<file path="config.mk">
export PLATFORM = sky130hd
export DESIGN_NAME = binary_thinning_pass_unit
export DESIGN_NICKNAME = d
export VERILOG_FILES = /design/src/btp_pkg.sv /design/src/binary_thinning_pass_unit.sv /design/src/btp_centre.sv
export SDC_FILE = /design/constraint.sdc
export NUM_CORES = 2
export LEC_CHECK = 0
export BUFFER_PORTS_ARGS = -buffer_cell sky130_fd_sc_hd__buf_2
export CAP_MARGIN = 20
export CORE_MARGIN = 3
export CORE_UTILIZATION = 34
export CTS_CLUSTER_DIAMETER = 30
export DETAILED_ROUTE_END_ITERATION = 8
export RECOVER_POWER = 25
export SETUP_SLACK_MARGIN = 0.4
export SYNTH_ARGS = -nofsm -noshare
export SYNTH_HDL_FRONTEND = slang
export SYNTH_SLANG_ARGS = --single-unit
</file>
<file path="constraint.sdc">
create_clock -name i_clk -period 18.56 [get_ports i_clk]
set_input_delay 1.856 -clock i_clk [delete_from_list [all_inputs] [get_ports i_clk]]
set_output_delay 1.856 -clock i_clk [all_outputs]
set_load 0.05 [all_outputs]
</file>
<file path="src/btp_pkg.sv">
// Shared constants and types for the binary thinning pass unit.
package btp_pkg;

    // Configuration register field widths
    localparam int unsigned WIDTH_REG_W  = 11;
    localparam int unsigned HEIGHT_REG_W = 13;
    localparam int unsigned CFG_DATA_W   = 13;
    localparam int unsigned CFG_INDEX_W  = 2;

    // Result field widths
    localparam int unsigned ROW_FIELD_W = 12;
    localparam int unsigned COL_FIELD_W = 10;

    // Smallest image side; smaller settings act as this
    localparam int unsigned MIN_SIDE = 4;

    // Deletion rule: set-neighbour range and required transition count
    localparam int unsigned COUNT_LOW      = 2;
    localparam int unsigned COUNT_HIGH     = 6;
    localparam int unsigned ONE_TRANSITION = 1;

    // Configuration register indexes
    typedef enum logic [CFG_INDEX_W-1:0] {
        CFG_WIDTH  = 2'd0,
        CFG_HEIGHT = 2'd1,
        CFG_PARITY = 2'd2
    } t_cfg_index;

    // One buffered result
    typedef struct packed {
        logic                   pix;
        logic [ROW_FIELD_W-1:0] row;
        logic [COL_FIELD_W-1:0] col;
    } t_result;

endpackage

</file>
<file path="src/binary_thinning_pass_unit.sv">
// Top level: one Zhang-Suen thinning sub-iteration over a raster pixel stream.
//
// Input stream (s_axis): one binary pixel per transfer in raster order, bit 0 of tdata.
// Output stream (m_axis): pixel_out, out_row, out_col in tdata; tlast marks the last
// result caused by one input pixel. An input pixel yields zero, one or two results:
// border pixels pass through unchanged in the step they arrive, an interior pixel is
// decided and emitted when the pixel below and right of it arrives. When two results
// come from one pixel the delayed interior one goes first.
// Configuration (i_cfg_*): always ready; index 0 image width, 1 image height,
// 2 pass parity. Writing width or height restarts the image at row 0, column 0.
// Write only while the stream is idle.
// A result passes the line store read register, then the result register, after its
// causing input transfer. Throughput: one pixel per cycle while each pixel yields at most
// one result and the receiver does not stall; a pixel with two results holds the single
// output port for both of them, so the last row and last column run slower.
// The line stores are one 2-bit-wide memory, read once and written once per pixel.
// Reset: registers return to 640x480, parity 0, position 0; the line memory is not
// cleared, its stale contents are never used for a decision.
// Receiver stall: the result register holds, the input stage fills, then
// s_axis_tready drops until results drain.
module binary_thinning_pass_unit #(
    parameter int unsigned MAX_WIDTH  = 1024,
    parameter int unsigned MAX_HEIGHT = 4096
) (
    input  logic                              i_clk,
    input  logic                              i_rst_n,
    // Pixel input; tdata: [0] pixel_in, [7:1] zero
    input  logic                              s_axis_tvalid,
    output logic                              s_axis_tready,
    input  logic [7:0]                        s_axis_tdata,
    // Result output; tdata: [0] pixel_out, [12:1] out_row, [22:13] out_col, [23] zero
    output logic                              m_axis_tvalid,
    input  logic                              m_axis_tready,
    output logic [23:0]                       m_axis_tdata,
    output logic                              m_axis_tlast,
    // Configuration write
    input  logic                              i_cfg_valid,
    output logic                              o_cfg_ready,
    input  logic [btp_pkg::CFG_INDEX_W-1:0]   i_cfg_index,
    input  logic [btp_pkg::CFG_DATA_W-1:0]    i_cfg_data
);

    localparam int unsigned CW = (MAX_WIDTH  > 1) ? $clog2(MAX_WIDTH)  : 1;
    localparam int unsigned RW = (MAX_HEIGHT > 1) ? $clog2(MAX_HEIGHT) : 1;

    // Configuration registers
    logic [btp_pkg::WIDTH_REG_W-1:0]  r_width;
    logic [btp_pkg::HEIGHT_REG_W-1:0] r_height;
    logic                             r_parity;

    // Position of the next pixel
    logic [CW-1:0] r_col;
    logic [RW-1:0] r_row;

    // Input stage
    logic          r_a_valid;
    logic          r_a_pix;
    logic [CW-1:0] r_a_col;
    logic [RW-1:0] r_a_row;
    logic [1:0]    r_a_line;     // [0] two rows up, [1] one row up

    // Line memory: per column {one row up, two rows up}
    logic [1:0] r_line_mem [MAX_WIDTH];

    // Window and result buffer
    logic [8:0]        r_win;
    logic [8:0]        n_win;
    logic              r_o0_valid;
    logic              r_o1_valid;
    btp_pkg::t_result  r_o0;
    btp_pkg::t_result  r_o1;

    logic [CW-1:0] w_last;
    logic [RW-1:0] h_last;
    logic          cfg_take;
    logic          in_take;
    logic          out_take;
    logic          out_free;
    logic          a_adv;
    logic          interior;
    logic          border;
    logic          centre_pix;
    btp_pkg::t_result out_sel;

    // Clamp image sides into [MIN_SIDE, MAX]
    always_comb begin
        if (r_width < btp_pkg::WIDTH_REG_W'(btp_pkg::MIN_SIDE)) begin
            w_last = CW'(btp_pkg::MIN_SIDE - 1);
        end else if (32'(r_width) > 32'(MAX_WIDTH)) begin
            w_last = CW'(MAX_WIDTH - 1);
        end else begin
            w_last = CW'(r_width - btp_pkg::WIDTH_REG_W'(1));
        end
    end

    always_comb begin
        if (r_height < btp_pkg::HEIGHT_REG_W'(btp_pkg::MIN_SIDE)) begin
            h_last = RW'(btp_pkg::MIN_SIDE - 1);
        end else if (32'(r_height) > 32'(MAX_HEIGHT)) begin
            h_last = RW'(MAX_HEIGHT - 1);
        end else begin
            h_last = RW'(r_height - btp_pkg::HEIGHT_REG_W'(1));
        end
    end

    // Handshakes
    assign o_cfg_ready   = 1'b1;
    assign cfg_take      = i_cfg_valid & o_cfg_ready;
    assign out_take      = m_axis_tvalid & m_axis_tready;
    assign out_free      = !(r_o0_valid || r_o1_valid)
                        || (out_take && !(r_o0_valid && r_o1_valid));
    assign a_adv         = r_a_valid & out_free;
    assign s_axis_tready = !r_a_valid || out_free;
    assign in_take       = s_axis_tvalid & s_axis_tready;

    // Configuration writes; size writes restart the image
    always_ff @(posedge i_clk) begin
        if (!i_rst_n) begin
            r_width  <= btp_pkg::WIDTH_REG_W'(640);
            r_height <= btp_pkg::HEIGHT_REG_W'(480);
            r_parity <= 1'b0;
        end else if (cfg_take) begin
            case (btp_pkg::t_cfg_index'(i_cfg_index))
                btp_pkg::CFG_WIDTH: begin
                    r_width <= i_cfg_data[btp_pkg::WIDTH_REG_W-1:0];
                end
                btp_pkg::CFG_HEIGHT: begin
                    r_height <= i_cfg_data[btp_pkg::HEIGHT_REG_W-1:0];
                end
                btp_pkg::CFG_PARITY: begin
                    r_parity <= i_cfg_data[0];
                end
                default: begin
                end
            endcase
        end
    end

    // Raster position counters
    always_ff @(posedge i_clk) begin
        if (!i_rst_n) begin
            r_col <= '0;
            r_row <= '0;
        end else if (cfg_take && (i_cfg_index == btp_pkg::CFG_WIDTH
                               || i_cfg_index == btp_pkg::CFG_HEIGHT)) begin
            r_col <= '0;
            r_row <= '0;
        end else if (in_take) begin
            if (r_col == w_last) begin
                r_col <= '0;
                r_row <= (r_row == h_last) ? '0 : r_row + RW'(1);
            end else begin
                r_col <= r_col + CW'(1);
            end
        end
    end

    // Input stage control
    always_ff @(posedge i_clk) begin
        if (!i_rst_n) begin
            r_a_valid <= 1'b0;
        end else if (in_take) begin
            r_a_valid <= 1'b1;
        end else if (a_adv) begin
            r_a_valid <= 1'b0;
        end
    end

    // Input stage payload and line memory read
    always_ff @(posedge i_clk) begin
        if (in_take) begin
            r_a_pix  <= s_axis_tdata[0];
            r_a_col  <= r_col;
            r_a_row  <= r_row;
            r_a_line <= r_line_mem[r_col];
        end
    end

    // Line memory update as the item leaves the input stage
    always_ff @(posedge i_clk) begin
        if (a_adv) begin
            r_line_mem[r_a_col] <= {r_a_pix, r_a_line[1]};
        end
    end

    // Shift the new column into the window
    assign n_win = {r_a_pix, r_a_line[1], r_a_line[0], r_win[8:3]};

    always_ff @(posedge i_clk) begin
        if (!i_rst_n) begin
            r_win <= '0;
        end else if (a_adv) begin
            r_win <= n_win;
        end
    end

    btp_centre u_centre (
        .i_win    (n_win),
        .i_parity (r_parity),
        .o_pix    (centre_pix)
    );

    assign interior = (r_a_row >= RW'(2)) && (r_a_col >= CW'(2));
    assign border   = (r_a_row == '0) || (r_a_row == h_last)
                   || (r_a_col == '0) || (r_a_col == w_last);

    // Result buffer: slot 0 delayed interior, slot 1 arriving border
    always_ff @(posedge i_clk) begin
        if (!i_rst_n) begin
            r_o0_valid <= 1'b0;
            r_o1_valid <= 1'b0;
        end else if (a_adv) begin
            r_o0_valid <= interior;
            r_o1_valid <= border;
        end else if (out_take) begin
            if (r_o0_valid) begin
                r_o0_valid <= 1'b0;
            end else begin
                r_o1_valid <= 1'b0;
            end
        end
    end

    always_ff @(posedge i_clk) begin
        if (a_adv) begin
            r_o0.pix <= centre_pix;
            r_o0.row <= btp_pkg::ROW_FIELD_W'(r_a_row - RW'(1));
            r_o0.col <= btp_pkg::COL_FIELD_W'(r_a_col - CW'(1));
            r_o1.pix <= r_a_pix;
            r_o1.row <= btp_pkg::ROW_FIELD_W'(r_a_row);
            r_o1.col <= btp_pkg::COL_FIELD_W'(r_a_col);
        end
    end

    // Output selection
    assign out_sel       = r_o0_valid ? r_o0 : r_o1;
    assign m_axis_tvalid = r_o0_valid | r_o1_valid;
    assign m_axis_tlast  = r_o0_valid ? !r_o1_valid : 1'b1;
    assign m_axis_tdata  = {1'b0, out_sel.col, out_sel.row, out_sel.pix};

endmodule

</file>
<file path="src/btp_centre.sv">
// Zhang-Suen deletion decision for the centre of a 3x3 window.
module btp_centre (
    input  logic [8:0] i_win,     // bit col*3+row, col 0 is leftmost, row 0 is top
    input  logic       i_parity,
    output logic       o_pix
);

    logic       nw, no, ne, we, me, ea, sw, so, se;
    logic [7:0] ring;
    logic [3:0] trans;
    logic [3:0] count;
    logic       m1, m2;
    logic       del;

    assign nw = i_win[0];
    assign we = i_win[1];
    assign sw = i_win[2];
    assign no = i_win[3];
    assign me = i_win[4];
    assign so = i_win[5];
    assign ne = i_win[6];
    assign ea = i_win[7];
    assign se = i_win[8];

    // Neighbours clockwise from north
    assign ring = {nw, we, sw, so, se, ea, ne, no};

    // 0-to-1 transitions and set-neighbour count around the ring
    always_comb begin
        trans = '0;
        count = '0;
        for (int i = 0; i < 8; i++) begin
            if (!ring[i] && ring[(i + 1) % 8]) begin
                trans = trans + 4'd1;
            end
            count = count + 4'(ring[i]);
        end
    end

    // Parity-dependent neighbour products
    always_comb begin
        if (!i_parity) begin
            m1 = no & ea & so;
            m2 = ea & so & we;
        end else begin
            m1 = no & ea & we;
            m2 = no & so & we;
        end
    end

    assign del = (trans == 4'(btp_pkg::ONE_TRANSITION))
              && (count >= 4'(btp_pkg::COUNT_LOW))
              && (count <= 4'(btp_pkg::COUNT_HIGH))
              && !m1 && !m2;

    assign o_pix = me & ~del;

endmodule
</file>
; After elaboration in Yosys (flattened, before gate mapping)
; Memories as Yosys holds them, arrays and structs flattened. A register that Yosys moved wholly into a read port is not among the register bits.
; Index checks and enable logic that the tools add are counted.
[word_totals]
reg_bits = 128
ram_bits = 2048
input_bits = 28
output_inout_bits = 28
word_cells = 144
memories = 1
[mem_list]
columns = memory, words, word_bits, read_ports, rd_clocked_by_memory_dff, wr, line
row1 = r_line_mem, 1024, 2, 1, 1, 1, binary_thinning_pass_unit.sv:63  ; logic [1:0] r_line_mem [MAX_WIDTH];
[classes]
addsub = 20
n_lt_le_gt_ge = 8
n_eq_ne = 8
n_mux = 27
bitwise_logic = 14
n_reduce_logical = 48
[op_table]
columns = operator, n
row1 = 12-bit 2-to-1 mux, 3
row2 = 10-bit 2-to-1 mux, 3
row3 = 4-bit 2-to-1 mux, 7
row4 = 4-bit by 1-bit adder with 4-bit output, 6
row5 = 4-bit by 1-bit adder with 4-bit output (second input constant), 6
row6 = 12-bit == test, 2
row7 = 12-bit by 1-bit subtractor with 12-bit output (second input constant), 2
row8 = 23-bit 2-to-1 mux, 1
row9 = 10-bit == test, 2
row10 = 10-bit by 1-bit subtractor with 10-bit output (second input constant), 2
row11 = 1-bit logical AND, 16
row12 = 1-bit zero test, 14
row13 = 13-bit greater-than comparator (second input constant), 1
row14 = 13-bit by 3-bit < comparator with 1-bit output (second input constant), 1
row15 = 1-bit 2-to-1 mux, 13
row16 = 12-bit by 1-bit adder with 12-bit output (second input constant), 1
row17 = 12-bit by 2-bit >= comparator with 1-bit output (second input constant), 1
row18 = 12-bit zero test, 1
row19 = 1-bit bitwise AND, 11
row20 = 11-bit greater-than comparator (second input constant), 1
row21 = 11-bit by 3-bit < comparator with 1-bit output (second input constant), 1
row22 = 10-bit by 1-bit adder with 10-bit output (second input constant), 1
row23 = 10-bit by 2-bit >= comparator with 1-bit output (second input constant), 1
row24 = 10-bit zero test, 1
row25 = 15 further kinds, 27

; Logic depth before layout (Yosys ltp)
[logic_depth]
depth_word = 24
ltp_mapped = 18
ltp_nobuf = 17

; Cells and area by module
; Synthesis repeated with hierarchy kept, for this count alone.
[hier_totals]
hier_cells = 5630
hier_area_um2 = 90730.8
[modules_own_cells]
columns = mod, instances, cells_per_inst, area_each_um2
row1 = binary_thinning_pass_unit, 1, 5529, 89928.7
row2 = btp_centre, 1, 101, 802.0

; Worst setup path after synthesis
; OpenSTA, ideal clock, no wires.
[synth_timing]
path_type = flip-flop to flip-flop
from = register r_a_pix
to = register r_o0[22] (netlist bit) (data pin)
setup_time_ns = 0.267
arrival_time_ns = 17.332
path_slack_ns = 0.961
path_stages_with_launch = 17
synth_period_minus_slack_ns = 17.599
cell_sequence = edfxtp_1 > inv_1 > a22oi_1 > ha_1 > mux2_2 > ha_1 > mux2_2 > ha_1 > mux2_2 > ha_1 > mux2_2 > ha_1 > a32o_1 > a211oi_1 > a21oi_1 > o22ai_1 > a31oi_1
[synth_between]
elab_chain_len = 19
[synth_lines]
columns = item, line
row1 = start: declaration, binary_thinning_pass_unit.sv:57  ; logic r_a_pix;
row2 = start signal: assignment, binary_thinning_pass_unit.sv:172  ; r_a_pix <= s_axis_tdata[0];
row3 = 1-bit logical AND, btp_centre.sv:33  ; if (!ring[i] && ring[(i + 1) % 8]) begin
row4 = 4-bit 2-to-1 mux, btp_centre.sv:33
row5 = 4-bit by 1-bit adder with 4-bit output, btp_centre.sv:34  ; trans = trans + 4'd1;
row6 = 4-bit 2-to-1 mux, btp_centre.sv:33
row7 = 4-bit by 1-bit adder with 4-bit output, btp_centre.sv:34
row8 = 4-bit 2-to-1 mux, btp_centre.sv:33
row9 = 4-bit by 1-bit adder with 4-bit output, btp_centre.sv:34
row10 = 4-bit 2-to-1 mux, btp_centre.sv:33
row11 = [3 not listed], n/a
row12 = 4-bit 2-to-1 mux, btp_centre.sv:33
row13 = 4-bit by 1-bit == test with 1-bit output, btp_centre.sv:51  ; assign del = (trans == 4'(btp_pkg::ONE_TRANSITION))
row14 = 1-bit logical AND, btp_centre.sv:52  ; && (count >= 4'(btp_pkg::COUNT_LOW))
row15 = 1-bit logical AND *, btp_centre.sv:53  ; && (count <= 4'(btp_pkg::COUNT_HIGH))
row16 = 1-bit logical AND * (2 in series), btp_centre.sv:54  ; && !m1 && !m2;
row17 = 1-bit NOT *, btp_centre.sv:56  ; assign o_pix = me & ~del;
row18 = 1-bit bitwise AND *, btp_centre.sv:56
row19 = net centre_pix, binary_thinning_pass_unit.sv:82  ; logic centre_pix;
row20 = end: declaration, binary_thinning_pass_unit.sv:70  ; btp_pkg::t_result r_o0;
; Mark *: on every way through the listed nets, which the timed path passes. The rest lies on a longest branch.
; A chain may end at the register's enable or synchronous reset.

; Worst setup path after layout
[layout_timing]
from = register r_a_line[1], read port of r_line_mem
to = memory r_line_mem[719][0] (data pin)
[layout_lines]
columns = item, line
row1 = start: declaration, binary_thinning_pass_unit.sv:60  ; logic [1:0] r_a_line;
row2 = end: declaration, binary_thinning_pass_unit.sv:63
; No word-level cell before the write port.

==> impl_metrics.py <==
metrics = {
    "flow_run": {
        "cap_viol_max_count": 15,
    },
    "cells_and_area": {
        "drive_above_1_share_pct": 23.4,
        "multiInputGateArea_um2": 23900,
        "fin_cells": 9595,
        "seqCellArea_um2": 64800,
        "fin_util_pct": 41.4,
        "area_delta_synth_final_pct": 20.7,
        "final.fill_count": 23400,
        "fin_nets": 5786,
    },
    "setup_path": {
        "crit_chain": "clkbuf_1",
        "cp-startpoint": "r_a_line[1]$_DFFE_PP_",
        "cp.required_ps": 17700,
        "r2r-start": "r_a_line[1]$_DFFE_PP_",
        "crit_buf_inv": 1,
        "critPathCaptureType": "flop",
        "arrival_ps": 9580,
        "crit_fanout": 250,
        "slowest_stage": "clkbuf_1",
        "path_class": "reg -> reg",
        "critPathTopFamily": "buffers and inverters",
        "startpoint_type": "flop",
        "slowest_delay_ps": 7470,
    },
    "timing": {
        "hold_ws_ps": 518,
        "grt_setup_unrepaired": "false",
        "worstMarginPinSlew_ps": 10800,
        "finalSetupTns_ps": 0,
        "min_period_ps": 10440,
        "fmax_mhz": 95.8,
        "maxSlewViolCount": 1110,
        "skew_ps": 69.6,
        "setup_viol": 0,
        "period_share_pct": 56.2,
        "slew_headroom_pct": -620,
        "hold_violations": 0,
    },
    "floorplan": {
        "fp.dieH_um": 522,
        "fp.dieW_um": 522,
        "dieArea_um2": 272000,
        "start_util_pct": 34.3,
        "core_um2": 263000,
        "row_count": 188,
        "io_pins": 56,
    },
    "clock_network": {
        "postCtsHoldBufs": 0,
        "postCtsSetupBuffers": 0,
        "clkSinkCount": 2175,
        "cts_buffers": 425,
        "path_clk_slew_ps": 50,
        "clk_latency_ps": 970,
        "h-tree-depth": 5,
        "cts_resized": 0,
        "cts_tree": "done",
        "cts-root-buf": "clkbuf_16",
        "cts_buffer_depth": 4,
    },
    "hold_path": {
        "hold_class": "reg -> reg",
        "hp-start": "r_win[7]$_SDFFE_PN0P_",
    },
    "routing": {
        "drtIter0Drc": 6924,
        "wl_met3_um": 26600,
        "dr.max_layer_used": "met4",
        "viasPerCell": 5.57,
        "route.detailed.drc": 0,
        "routed_wl_um": 266000,
        "drtAntennaViolNets": 0,
        "vias": 53500,
        "drtPass1Iterations": 6,
        "wire_per_inst_um": 27.7,
        "wl_met2_um": 123000,
        "wl_met1_um": 106000,
    },
    "power_and_ir_drop": {
        "p_leak_uw": 0.0335,
        "peakVddDrop_v": 0.0000985,
        "power_density_nw_per_um2": 123,
    },
    "yosys": {
        "synth_area_leaders": "edfxtp_1 70%, mux4_2 11%, nor2_1 4.6%",
        "syn-mean-instance-area_um2": 16.3,
        "synth-edff-count": 2119,
        "synth-main-ff-cell": "edfxtp_1",
        "synth.most_common_cell": "edfxtp_1",
        "ys_warn_count": 0,
        "synth-seq-cells": 2175,
        "synth_top_cell_by_area": "edfxtp_1",
        "synthArstFlopShare_pct": 0,
        "synth_top_area_share_pct": 70.4,
        "synth-seq-area-share_pct": 71.6,
        "synth_commonest_cells": "2,119 x edfxtp_1, 1,111 x nor2_1, 454 x mux4_2",
        "synthCells": 5544,
        "syn_nets": 5597,
        "synth_area_um2": 90400,
        "netlist-cell-type-count": 82,
    },
    "run_status": {
        "status": "complete, but fails checks",
        "violations": "max-capacitance violations, max-slew violations",
    },
    "placed_design": {
        "port_buffers": 46,
        "place.gp.congestion": 0.850,
        "hpwlAfterDp_um": 145000,
        "dpl.cell_count": 8812,
    },
    "global_routing": {
        "grt_usage_pct": 19.1,
        "grt_pass1_wl_um": 381000,
        "antenna_found_initial": 11,
        "grt_overflow": 0,
        "grt_max_degree": 251,
        "grt_pass1_vias": 54000,
    },
}
[flip-flops by register name, summed over array words and instances, names as in the netlist, 6 cells and up]
name and cells:
r_height 13, r_a_col 10, r_o1 23, r_o0 23, r_a_row 12, r_width 11
r_col 10, r_line_mem 2048, r_row 12, r_win 6
[metrics by stage]
step / power, µW / setup slack, ps / area, µm²
after global placement: 6030 / 12530 / 94700
after floorplan: 5960 / 961 / 90400
after global routing: 13800 / 7350 / 109000
final: 13500 / 8120 / 109000
after CTS: 13500 / 12470 / 109000
after detailed placement: 6030 / 12510 / 94900
[final cells by class]
class / count / share of cell area [%]
repair buffers: 208 / 1.59
clock inverters: 301 / 2.94
diodes: 4 / 0.00917
multi-input cells: 2879 / 21.9
clock buffers: 469 / 10.0
flip-flops and latches: 2175 / 59.4
inverters: 44 / 0.154
well taps: 3515 / 4.03
[report_power, final]
| part | switching (µW) | internal, µW | total (µW) |
|---|---|---|---|
| Combinational | 311 | 191 | 502 |
| Clock | 2510 | 4990 | 7500 |
| Sequential | 20.0 | 5430 | 5450 |
[worst min-delay path, stage by stage (launching register included)]
cell	delay, ps
dfxtp_1	320
mux2i_1	70
nor2b_1	90
[final timing paths]
path	slack, ps	to	cells after the start
worst max-delay path	8120	r_line_mem[719][0]$_DFFE_PP_	1
worst min-delay path	520	r_win[4]$_SDFFE_PN0P_	2
worst min register to register	520	r_win[4]$_SDFFE_PN0P_	2
worst max register to register	8120	r_line_mem[719][0]$_DFFE_PP_	1
[cell usage in the layout (no fill, tap or decap), drive strengths merged, types with 56 or more instances in the layout]
cell type,n
a21oi,109
a22oi,72
buf,190
bufinv,56
clkbuf,487
clkinv,161
clkinvlp,62
dfxtp,56
edfxtp,2119
inv,66
mux2i,217
mux4,454
nand2,186
nand3,63
nor2,1111
o21ai,73
[routing by layer]
| metal | track usage, % | vias up |
|---|---|---|
| met2 | 30.0 | 2953 |
| met3 | 4.33 | 529 |
| met5 | 0 | - |
| met1 | 26.1 | 27900 |
| li1 | - | 22100 |
| met4 | 6.75 | 0 |
[cells by family after synthesis]
kind of cell / count (synthesis) / synth area share, %
buffers and inverters: 490 / 2.12
muxes: 715 / 14.3
AOI/OAI and AO/OA: 519 / 3.95
xor gates and xnor gates: 57 / 0.552
and+or+nand+nor: 1561 / 7.14
adders and majority gates: 25 / 0.379
other: 2 / 0.00830
DFF: 2175 / 71.6
Power figures use the tool's default switching activity.
